$ cat config.mk
export PLATFORM = sky130hd
export DESIGN_NAME = hsl_picker_to_rgb_top
export DESIGN_NICKNAME = d
export VERILOG_FILES = /design/src/rtl/hslrgb_pkg.sv /design/src/rtl/hslrgb_front.sv /design/src/rtl/hslrgb_queue.sv /design/src/rtl/hslrgb_back.sv /design/src/rtl/hsl_picker_to_rgb_top.sv
export SDC_FILE = /design/constraint.sdc
export NUM_CORES = 2
export LEC_CHECK = 0
export ABC_AREA = 1
export BUFFER_PORTS_ARGS = -buffer_cell sky130_fd_sc_hd__buf_2
export CAP_MARGIN = 25
export CORE_UTILIZATION = 42
export DETAILED_ROUTE_END_ITERATION = 8
export PLACE_DENSITY_LB_ADDON = 0.05
export SLEW_MARGIN = 20
export SYNTH_ARGS = -nofsm -noshare
export SYNTH_HDL_FRONTEND = slang
export SYNTH_SLANG_ARGS = --single-unit
export TNS_END_PERCENT = 5
$ cat constraint.sdc
create_clock -name clk -period 13.1 [get_ports clk]
set_clock_uncertainty 0.2 [all_clocks]
set_input_delay 0.655 -clock clk [delete_from_list [all_inputs] [get_ports clk]]
set_output_delay 0.655 -clock clk [all_outputs]
set_load 0.02 [all_outputs]
$ cat src/rtl/hslrgb_pkg.sv
package hslrgb_pkg;

	localparam int FRAC_BITS = 16;
	localparam int HUE_W     = FRAC_BITS;
	localparam int UNIT_W    = FRAC_BITS + 1;
	localparam int DELTA_W   = 18;
	localparam int SUM_W     = UNIT_W + 2;
	localparam int H6_W      = HUE_W + 3;
	localparam int QDEPTH    = 2;

	localparam logic [UNIT_W-1:0] ONE  = UNIT_W'(1) << FRAC_BITS;
	localparam logic [UNIT_W-1:0] HALF = UNIT_W'(1) << (FRAC_BITS - 1);

	localparam logic OP_ADJUST = 1'b0;
	localparam logic OP_SET    = 1'b1;

	typedef struct packed {
		logic [HUE_W-1:0]  hue;
		logic [UNIT_W-1:0] sat;
		logic [UNIT_W-1:0] light;
	} hsl_t;

	function automatic logic [UNIT_W-1:0] clamp_sum(input logic signed [SUM_W-1:0] v);
		logic [UNIT_W-1:0] r;
		if (v < 0) begin
			r = '0;
		end else if (v > $signed({2'b00, ONE})) begin
			r = ONE;
		end else begin
			r = v[UNIT_W-1:0];
		end
		return r;
	endfunction

endpackage

$ cat src/rtl/hslrgb_front.sv
module hslrgb_front (
	input  logic                              clk,
	input  logic                              arst_n,
	input  logic                              in_valid,
	output logic                              in_ready,
	input  logic                              opcode,
	input  logic signed [hslrgb_pkg::DELTA_W-1:0] delta_hue,
	input  logic signed [hslrgb_pkg::DELTA_W-1:0] delta_light,
	input  logic signed [hslrgb_pkg::DELTA_W-1:0] delta_sat,
	input  logic [hslrgb_pkg::HUE_W-1:0]      set_hue,
	input  logic [hslrgb_pkg::UNIT_W-1:0]     set_sat,
	input  logic [hslrgb_pkg::UNIT_W-1:0]     set_light,
	input  logic                              q_full,
	output logic                              push,
	output hslrgb_pkg::hsl_t                  push_data
);

	hslrgb_pkg::hsl_t cur_q;
	hslrgb_pkg::hsl_t nxt;
	logic signed [hslrgb_pkg::SUM_W-1:0] light_sum;
	logic signed [hslrgb_pkg::SUM_W-1:0] sat_sum;

	assign in_ready = !q_full;
	assign push     = in_valid && in_ready;

	always_comb begin
		light_sum = $signed({2'b00, cur_q.light}) + hslrgb_pkg::SUM_W'(delta_light);
		sat_sum   = $signed({2'b00, cur_q.sat}) + hslrgb_pkg::SUM_W'(delta_sat);
		if (opcode == hslrgb_pkg::OP_SET) begin
			nxt.hue   = set_hue;
			nxt.sat   = (set_sat > hslrgb_pkg::ONE) ? hslrgb_pkg::ONE : set_sat;
			nxt.light = (set_light > hslrgb_pkg::ONE) ? hslrgb_pkg::ONE : set_light;
		end else begin
			nxt.hue   = cur_q.hue + delta_hue[hslrgb_pkg::HUE_W-1:0];
			nxt.sat   = hslrgb_pkg::clamp_sum(sat_sum);
			nxt.light = hslrgb_pkg::clamp_sum(light_sum);
		end
	end

	assign push_data = nxt;

	always_ff @(posedge clk or negedge arst_n) begin
		if (!arst_n) begin
			cur_q.hue   <= '0;
			cur_q.sat   <= hslrgb_pkg::ONE;
			cur_q.light <= hslrgb_pkg::HALF;
		end else if (push) begin
			cur_q <= nxt;
		end
	end

endmodule

$ cat src/rtl/hslrgb_queue.sv
module hslrgb_queue (
	input  logic              clk,
	input  logic              arst_n,
	input  logic              push,
	input  hslrgb_pkg::hsl_t  push_data,
	output logic              full,
	input  logic              pop,
	output logic              not_empty,
	output hslrgb_pkg::hsl_t  head
);

	localparam int PTR_W = $clog2(hslrgb_pkg::QDEPTH);
	localparam int CNT_W = $clog2(hslrgb_pkg::QDEPTH + 1);

	hslrgb_pkg::hsl_t  mem_q [hslrgb_pkg::QDEPTH];
	logic [PTR_W-1:0]  wr_ptr_q;
	logic [PTR_W-1:0]  rd_ptr_q;
	logic [CNT_W-1:0]  count_q;

	assign full      = (count_q == CNT_W'(hslrgb_pkg::QDEPTH));
	assign not_empty = (count_q != '0);
	assign head      = mem_q[rd_ptr_q];

	always_ff @(posedge clk) begin
		if (push) begin
			mem_q[wr_ptr_q] <= push_data;
		end
	end

	always_ff @(posedge clk or negedge arst_n) begin
		if (!arst_n) begin
			wr_ptr_q <= '0;
			rd_ptr_q <= '0;
			count_q  <= '0;
		end else begin
			if (push) begin
				wr_ptr_q <= wr_ptr_q + PTR_W'(1);
			end
			if (pop) begin
				rd_ptr_q <= rd_ptr_q + PTR_W'(1);
			end
			if (push && !pop) begin
				count_q <= count_q + CNT_W'(1);
			end else if (pop && !push) begin
				count_q <= count_q - CNT_W'(1);
			end
		end
	end

endmodule

$ cat src/rtl/hslrgb_back.sv
module hslrgb_back (
	input  logic                          clk,
	input  logic                          arst_n,
	input  logic                          q_not_empty,
	input  hslrgb_pkg::hsl_t              q_head,
	output logic                          pop,
	output logic                          out_valid,
	input  logic                          out_ready,
	output logic [hslrgb_pkg::UNIT_W-1:0] red,
	output logic [hslrgb_pkg::UNIT_W-1:0] green,
	output logic [hslrgb_pkg::UNIT_W-1:0] blue
);

	localparam int UW = hslrgb_pkg::UNIT_W;
	localparam int FB = hslrgb_pkg::FRAC_BITS;
	localparam int SW = hslrgb_pkg::SUM_W;

	localparam logic [2:0] SEXT_0 = 3'd0;
	localparam logic [2:0] SEXT_1 = 3'd1;
	localparam logic [2:0] SEXT_2 = 3'd2;
	localparam logic [2:0] SEXT_3 = 3'd3;
	localparam logic [2:0] SEXT_4 = 3'd4;

	logic advance;

	// stage 1: L*S
	logic                         vld_s1;
	logic                         gray_s1;
	logic [UW-1:0]                l_s1;
	logic [UW-1:0]                s_s1;
	logic [hslrgb_pkg::HUE_W-1:0] hue_s1;
	logic [UW-1:0]                lsp_s1;
	logic [2*UW-1:0]              ls_prod;

	// stage 2: m1, m2, sextant, fraction
	logic          vld_s2;
	logic          gray_s2;
	logic [UW-1:0] l_s2;
	logic [UW-1:0] m1_s2;
	logic [UW-1:0] m2_s2;
	logic [2:0]    sext_s2;
	logic [FB-1:0] f_s2;
	logic signed [SW-1:0] m2_raw;
	logic signed [SW-1:0] m1_raw;
	logic [UW-1:0] m2_c;
	logic [UW-1:0] m1_c;
	logic [hslrgb_pkg::H6_W-1:0] h6;

	// stage 3: d = f*(m2-m1)
	logic          vld_s3;
	logic          gray_s3;
	logic [UW-1:0] l_s3;
	logic [UW-1:0] m1_s3;
	logic [UW-1:0] m2_s3;
	logic [2:0]    sext_s3;
	logic [UW-1:0] d_s3;
	logic [FB+UW-1:0] fd_prod;

	logic          out_vld_q;
	logic [UW-1:0] mid1;
	logic [UW-1:0] mid2;
	logic [UW-1:0] r_n;
	logic [UW-1:0] g_n;
	logic [UW-1:0] b_n;

	assign advance   = !out_vld_q || out_ready;
	assign pop       = advance && q_not_empty;
	assign out_valid = out_vld_q;

	assign ls_prod = q_head.light * q_head.sat;

	always_comb begin
		if (l_s1 <= hslrgb_pkg::HALF) begin
			m2_raw = $signed({2'b00, l_s1}) + $signed({2'b00, lsp_s1});
		end else begin
			m2_raw = $signed({2'b00, l_s1}) + $signed({2'b00, s_s1}) - $signed({2'b00, lsp_s1});
		end
		m2_c   = hslrgb_pkg::clamp_sum(m2_raw);
		m1_raw = $signed({1'b0, l_s1, 1'b0}) - $signed({2'b00, m2_c});
		m1_c   = hslrgb_pkg::clamp_sum(m1_raw);
		if (m1_c > m2_c) begin
			m1_c = m2_c;
		end
		h6 = (hslrgb_pkg::H6_W'(hue_s1) << 2) + (hslrgb_pkg::H6_W'(hue_s1) << 1);
	end

	assign fd_prod = f_s2 * (m2_s2 - m1_s2);

	always_comb begin
		mid1 = m1_s3 + d_s3;
		mid2 = m2_s3 - d_s3;
		if (gray_s3) begin
			r_n = l_s3;
			g_n = l_s3;
			b_n = l_s3;
		end else begin
			case (sext_s3)
				SEXT_0: begin
					r_n = m2_s3; g_n = mid1;  b_n = m1_s3;
				end
				SEXT_1: begin
					r_n = mid2;  g_n = m2_s3; b_n = m1_s3;
				end
				SEXT_2: begin
					r_n = m1_s3; g_n = m2_s3; b_n = mid1;
				end
				SEXT_3: begin
					r_n = m1_s3; g_n = mid2;  b_n = m2_s3;
				end
				SEXT_4: begin
					r_n = mid1;  g_n = m1_s3; b_n = m2_s3;
				end
				default: begin
					r_n = m2_s3; g_n = m1_s3; b_n = mid2;
				end
			endcase
		end
	end

	always_ff @(posedge clk) begin
		if (advance) begin
			gray_s1 <= (q_head.sat == '0);
			l_s1    <= q_head.light;
			s_s1    <= q_head.sat;
			hue_s1  <= q_head.hue;
			lsp_s1  <= ls_prod[FB +: UW];

			gray_s2 <= gray_s1;
			l_s2    <= l_s1;
			m1_s2   <= m1_c;
			m2_s2   <= m2_c;
			sext_s2 <= h6[FB +: 3];
			f_s2    <= h6[FB-1:0];

			gray_s3 <= gray_s2;
			l_s3    <= l_s2;
			m1_s3   <= m1_s2;
			m2_s3   <= m2_s2;
			sext_s3 <= sext_s2;
			d_s3    <= fd_prod[FB +: UW];

			red   <= r_n;
			green <= g_n;
			blue  <= b_n;
		end
	end

	always_ff @(posedge clk or negedge arst_n) begin
		if (!arst_n) begin
			vld_s1    <= 1'b0;
			vld_s2    <= 1'b0;
			vld_s3    <= 1'b0;
			out_vld_q <= 1'b0;
		end else if (advance) begin
			vld_s1    <= q_not_empty;
			vld_s2    <= vld_s1;
			vld_s3    <= vld_s2;
			out_vld_q <= vld_s3;
		end
	end

endmodule

$ cat src/rtl/hsl_picker_to_rgb_top.sv
// HSL picker to RGB converter.
// Input channel (in_valid/in_ready): opcode selects set (absolute hue,
// saturation, lightness) or adjust (signed deltas; hue wraps, sat/light
// clamp to 0..1). Output channel (out_valid/out_ready): red, green, blue in
// Q1.16 for the colour state after that item, one result per item.
// The front stage updates the held HSL state in the accept cycle and pushes
// it into a two-entry queue; the back pipeline converts it to RGB.
// Path from input accept to out_valid: queue write at the accept edge,
// three pipeline stages, output register.
// Throughput: one item per cycle while the receiver does not stall; the
// state update and each multiplier stage are fully pipelined.
// Receiver stall: the back pipeline and output register hold; the queue
// fills and in_ready drops once both entries are occupied.
// Reset: state returns to hue 0, full saturation, half lightness; queue
// and pipeline are emptied.
module hsl_picker_to_rgb_top (
	input  logic                                  clk,
	input  logic                                  arst_n,
	input  logic                                  in_valid,
	output logic                                  in_ready,
	input  logic                                  opcode,
	input  logic signed [hslrgb_pkg::DELTA_W-1:0] delta_hue,
	input  logic signed [hslrgb_pkg::DELTA_W-1:0] delta_light,
	input  logic signed [hslrgb_pkg::DELTA_W-1:0] delta_sat,
	input  logic [hslrgb_pkg::HUE_W-1:0]          set_hue,
	input  logic [hslrgb_pkg::UNIT_W-1:0]         set_sat,
	input  logic [hslrgb_pkg::UNIT_W-1:0]         set_light,
	output logic                                  out_valid,
	input  logic                                  out_ready,
	output logic [hslrgb_pkg::UNIT_W-1:0]         red,
	output logic [hslrgb_pkg::UNIT_W-1:0]         green,
	output logic [hslrgb_pkg::UNIT_W-1:0]         blue
);

	logic             q_full;
	logic             q_push;
	logic             q_pop;
	logic             q_not_empty;
	hslrgb_pkg::hsl_t q_wdata;
	hslrgb_pkg::hsl_t q_head;

	hslrgb_front u_front (
		.clk         (clk),
		.arst_n      (arst_n),
		.in_valid    (in_valid),
		.in_ready    (in_ready),
		.opcode      (opcode),
		.delta_hue   (delta_hue),
		.delta_light (delta_light),
		.delta_sat   (delta_sat),
		.set_hue     (set_hue),
		.set_sat     (set_sat),
		.set_light   (set_light),
		.q_full      (q_full),
		.push        (q_push),
		.push_data   (q_wdata)
	);

	hslrgb_queue u_queue (
		.clk       (clk),
		.arst_n    (arst_n),
		.push      (q_push),
		.push_data (q_wdata),
		.full      (q_full),
		.pop       (q_pop),
		.not_empty (q_not_empty),
		.head      (q_head)
	);

	hslrgb_back u_back (
		.clk         (clk),
		.arst_n      (arst_n),
		.q_not_empty (q_not_empty),
		.q_head      (q_head),
		.pop         (q_pop),
		.out_valid   (out_valid),
		.out_ready   (out_ready),
		.red         (red),
		.green       (green),
		.blue        (blue)
	);

endmodule

==> metrics <==
arrival time at the worst endpoint 11.07 ns; number of warning messages in the yosys log 0; Area Growth Syn to Fin 9.40%; post-DR vias/cell 5.08; number of core rows 118; Num Clock Sinks approximately 420; top_reg_cell synth sky130_fd_sc_hd__edfxtp_1; Fmax 91.5 MHz; effective utilization at floorplan 0.425; smallest setup slack after layout 2.18 ns; most frequent cell on the critical path sky130_fd_sc_hd__nand2_1; GR Overflow Total 0; clock buffers created by TritonCTS 48; pin count of the biggest net entering global routing 142; initial antenna violation count 0; count of cell types in the netlist 61; total detailed-routing wirelength 131000 um; share of synthesized area occupied by flip-flops and latches 0.279; category of the worst setup path capture point flop; Reg area 12300 um2; TritonCTS clock tree built; setup violators final 0; startpoint type of the worst setup path flop; fraction of synthesis flops using an asynchronous set or reset pin 0.138; summed instance area of the synthesized netlist roughly 44000 um2; met3 usage 0.0205; status completed; flops & latches, synth 419; critical path buffer and inverter count 12; required time worst endpoint 13.25 ns; worst r2r src u_back.l_s1[1]; RSZ-0062 raised after global routing false; Layout fillers around 10k; IO Port Bufs about 160; number of design-rule violations left by the first detailed-router iteration 2321; worst slack at placement ~2.1 ns; Floorplan Core Area 104000 um2; relative slew slack 0.271; average wire length per cell after detail routing 19.5 um; design area between 40000 and 50000 um2; maximum fanout along the worst path 17; type of the worst setup path flop to flop; number of max-slew violations in the final report 0; slew at the pin closest to its max-slew limit between 1 and 1.5 ns; die outline height about 330 um; htree depth 2; share of layout cells above drive strength 1 0.0718; post-route minimum period 10.92 ns; Maximum Capacitance Violations 0; number of antenna repair diodes 0; number of gates resized after cts 0; Post-Syn Nets ~6.1k; Pre-antenna DRT Iters 5; Residual DRC 0; delay of the slowest cell on the worst path 0.62 ns; Die Outline Area between 100000 and 150000 um2; Slowest-stage cell, CP sky130_fd_sc_hd__edfxtp_1; GRT Total Usage 0.248; Total Neg Setup Slack 0 ns; number of I/O pins 162; GR met2 Demand/Resource 0.449; class of the worst hold path input pin to async pin; number of hold buffers added after cts 0; launch point of the critical path u_back.l_s1[1]; most crowded layer after global routing met2; post-route antenna net violation count 0; Post-Route Hold Slack 0.0192 ns; clock transition at the register clock pins on the worst setup and hold paths after CTS approximately 0.060 ns; via count of the first global-routing pass 34.5k; first-pass GRT wire length roughly 200000 um; CP top delay family simple AND/OR/NAND/NOR gates; multi-input logic area 27500 um2; mean cell area of the mapped netlist 8.59 um2; number of post-CTS setup repair buffers 0; Layout Nets 6246; Clock Latency Late Sink 0.61 ns; Die X-Extent 326 um; share of the cycle needed by the critical path after routing 0.834; Final HPWL DP between 100000 and 150000 um; Cells after Synth 5119; Placer Congestion 0.942; routed vias 33.9k; total count of hold-check failures in the final report 0; CTS root buffer sky130_fd_sc_hd__clkbuf_16; met1 track demand over resource in global routing 0.318; count of flip-flops with a built-in enable after synthesis roughly 360; placed inst area 46500 um2; maximum clock path buffer count 3
metrics by stage:
stage          cells  utilization
6_report        6685        0.464
2_1_floorplan   5119            -
3_5_place_dp    6593        0.448
5_1_grt         6685        0.464
4_1_cts         6682        0.464
3_3_place_gp    6593        0.448
synthesized netlist by cell type, drive strengths merged, types with 2 or more instances:
library cell	instances	area, um2
fa	486	9730
a31oi	29	181
a21o	12	90.1
buf	14	98.8
a21oi	244	1220
and2	5	31.3
nor3	31	155
o211ai	15	113
o21ai	217	1090
nand3b	15	113
a22oi	4	30.0
o2111ai	8	70.1
nand3	171	876
o221ai	20	175
o22ai	9	56.3
a31o	2	17.5
and3	2	12.5
ha	385	4820
xnor2	60	526
or2	52	325
o21a	2	15.0
dfrtp	56	1400
nor3b	4	30.0
a41oi	2	17.5
a21boi	6	45.1
nand4	25	163
o21bai	23	173
dfstp	2	52.6
nor4	17	106
a221oi	10	87.6
nand2	1182	4480
nor2	414	1600
a221o	2	20.0
edfxtp	361	10800
clkbuf	108	405
clkinv	13	48.8
a211oi	9	67.6
xor2	109	962
inv	986	3700
o31ai	3	22.5
final timing paths:
path,depth (start not counted),slack [ns],endpoint
max reg2reg,71,2.18,u_back.m1_s2[8]
min in group clk,3,0.12,u_front.cur_q[15]
max in group asynchronous,2,12.12,u_queue.wr_ptr_q
min reg2reg,0,0.22,u_back.l_s3[15]
max,71,2.18,u_back.m1_s2[8]
min,2,0.02,u_front.cur_q[43]
final cells by class:
type,instances,area share
Inverter,999,0.0780
Multi-Input combinational cell,3579,0.571
Tap cell,1380,0.0359
Clock buffer,62,0.0265
Clock inverter,27,0.00730
Sequential cell,419,0.255
Timing Repair Buffer,219,0.0261
placed cells by master (no fill, tap or decap), types with 6 or more instances in the layout:
| cell type | netlist | layout |
|---|---|---|
| sky130_fd_sc_hd__ha_1 | 385 | 385 |
| sky130_fd_sc_hd__o211ai_1 | 15 | 15 |
| sky130_fd_sc_hd__nor3_1 | 31 | 31 |
| sky130_fd_sc_hd__xor2_1 | 108 | 107 |
| sky130_fd_sc_hd__or2_2 | 48 | 48 |
| sky130_fd_sc_hd__nand4_1 | 24 | 24 |
| sky130_fd_sc_hd__o2111ai_1 | 8 | 8 |
| sky130_fd_sc_hd__o22ai_1 | 9 | 9 |
| sky130_fd_sc_hd__o21ai_1 | 29 | 29 |
| sky130_fd_sc_hd__clkinv_1 | 13 | 18 |
| sky130_fd_sc_hd__a21oi_1 | 243 | 243 |
| sky130_fd_sc_hd__nand3_1 | 167 | 167 |
| sky130_fd_sc_hd__inv_2 | 5 | 6 |
| sky130_fd_sc_hd__clkbuf_16 | 0 | 48 |
| sky130_fd_sc_hd__buf_2 | 3 | 160 |
| sky130_fd_sc_hd__clkinv_2 | 0 | 7 |
| sky130_fd_sc_hd__bufinv_16 | 0 | 6 |
| sky130_fd_sc_hd__o221ai_1 | 20 | 20 |
| sky130_fd_sc_hd__o21ai_0 | 188 | 188 |
| sky130_fd_sc_hd__nand2_1 | 1173 | 1172 |
| sky130_fd_sc_hd__fa_1 | 486 | 486 |
| sky130_fd_sc_hd__a211oi_1 | 9 | 9 |
| sky130_fd_sc_hd__xnor2_1 | 60 | 60 |
| sky130_fd_sc_hd__nor2_1 | 403 | 401 |
| sky130_fd_sc_hd__nand3b_1 | 15 | 15 |
| sky130_fd_sc_hd__nor4_1 | 17 | 17 |
| sky130_fd_sc_hd__inv_1 | 980 | 979 |
| sky130_fd_sc_hd__nor2_2 | 8 | 8 |
| sky130_fd_sc_hd__a21o_1 | 12 | 12 |
| sky130_fd_sc_hd__dfrtp_1 | 56 | 56 |
| sky130_fd_sc_hd__o21bai_1 | 23 | 23 |
| sky130_fd_sc_hd__clkbuf_1 | 108 | 12 |
| sky130_fd_sc_hd__a221oi_1 | 10 | 10 |
| sky130_fd_sc_hd__a31oi_1 | 29 | 29 |
| sky130_fd_sc_hd__edfxtp_1 | 361 | 361 |
| sky130_fd_sc_hd__buf_4 | 1 | 58 |
kinds of logic (layout without fill, tap and decap cells):
kind of cell / after synthesis / count (layout) / synth area share
AND/OR/NAND/NOR: 1919 / 1919 / 0.179
buffers and inverters: 1121 / 1307 / 0.0967
flip-flops: 419 / 419 / 0.279
adder cells (fa/ha/maj): 871 / 871 / 0.331
XOR/XNOR: 169 / 169 / 0.0338
AO/OA/AOI/OAI: 620 / 620 / 0.0800
registers in the layout, indices dropped and copies added, names as in the netlist, 2 cells and up:
signal           flops
u_back.lsp_s1       17
u_back.m1_s3        17
u_back.l_s1         17
u_back.d_s3         17
u_back.m2_s3        17
u_queue.count_q      2
u_back.f_s2         15
u_back.red          17
u_back.m2_s2        17
u_back.m1_s2        17
u_back.blue         17
u_back.l_s3         17
u_front.cur_q       50
u_queue.mem_q      100
u_back.s_s1         17
u_back.sext_s2       3
u_back.hue_s1       16
u_back.green        17
u_back.l_s2         17
u_back.sext_s3       3
per-layer routing:
metal | up-vias | part of all wire
met5 | - | 0
met4 | 0 | 0.026
met3 | 156 | 0.033
met2 | 709 | 0.51
met1 | 16553 | 0.43
li1 | 16516 | -
worst reg2reg max path, delay by kind of cell, from the launching register on:
family | cells | cell delay [ns]
XOR/XNOR | 2 | 0.56
AND/OR/NAND/NOR | 35 | 3.49
flip-flops | 1 | 0.62
AO/OA/AOI/OAI | 18 | 2.82
adder cells (fa/ha/maj) | 4 | 1.39
buffers and inverters | 12 | 1.60
Power is not shown: default switching activity piles up to over one toggle a cycle in this logic, so the estimate is an artifact.
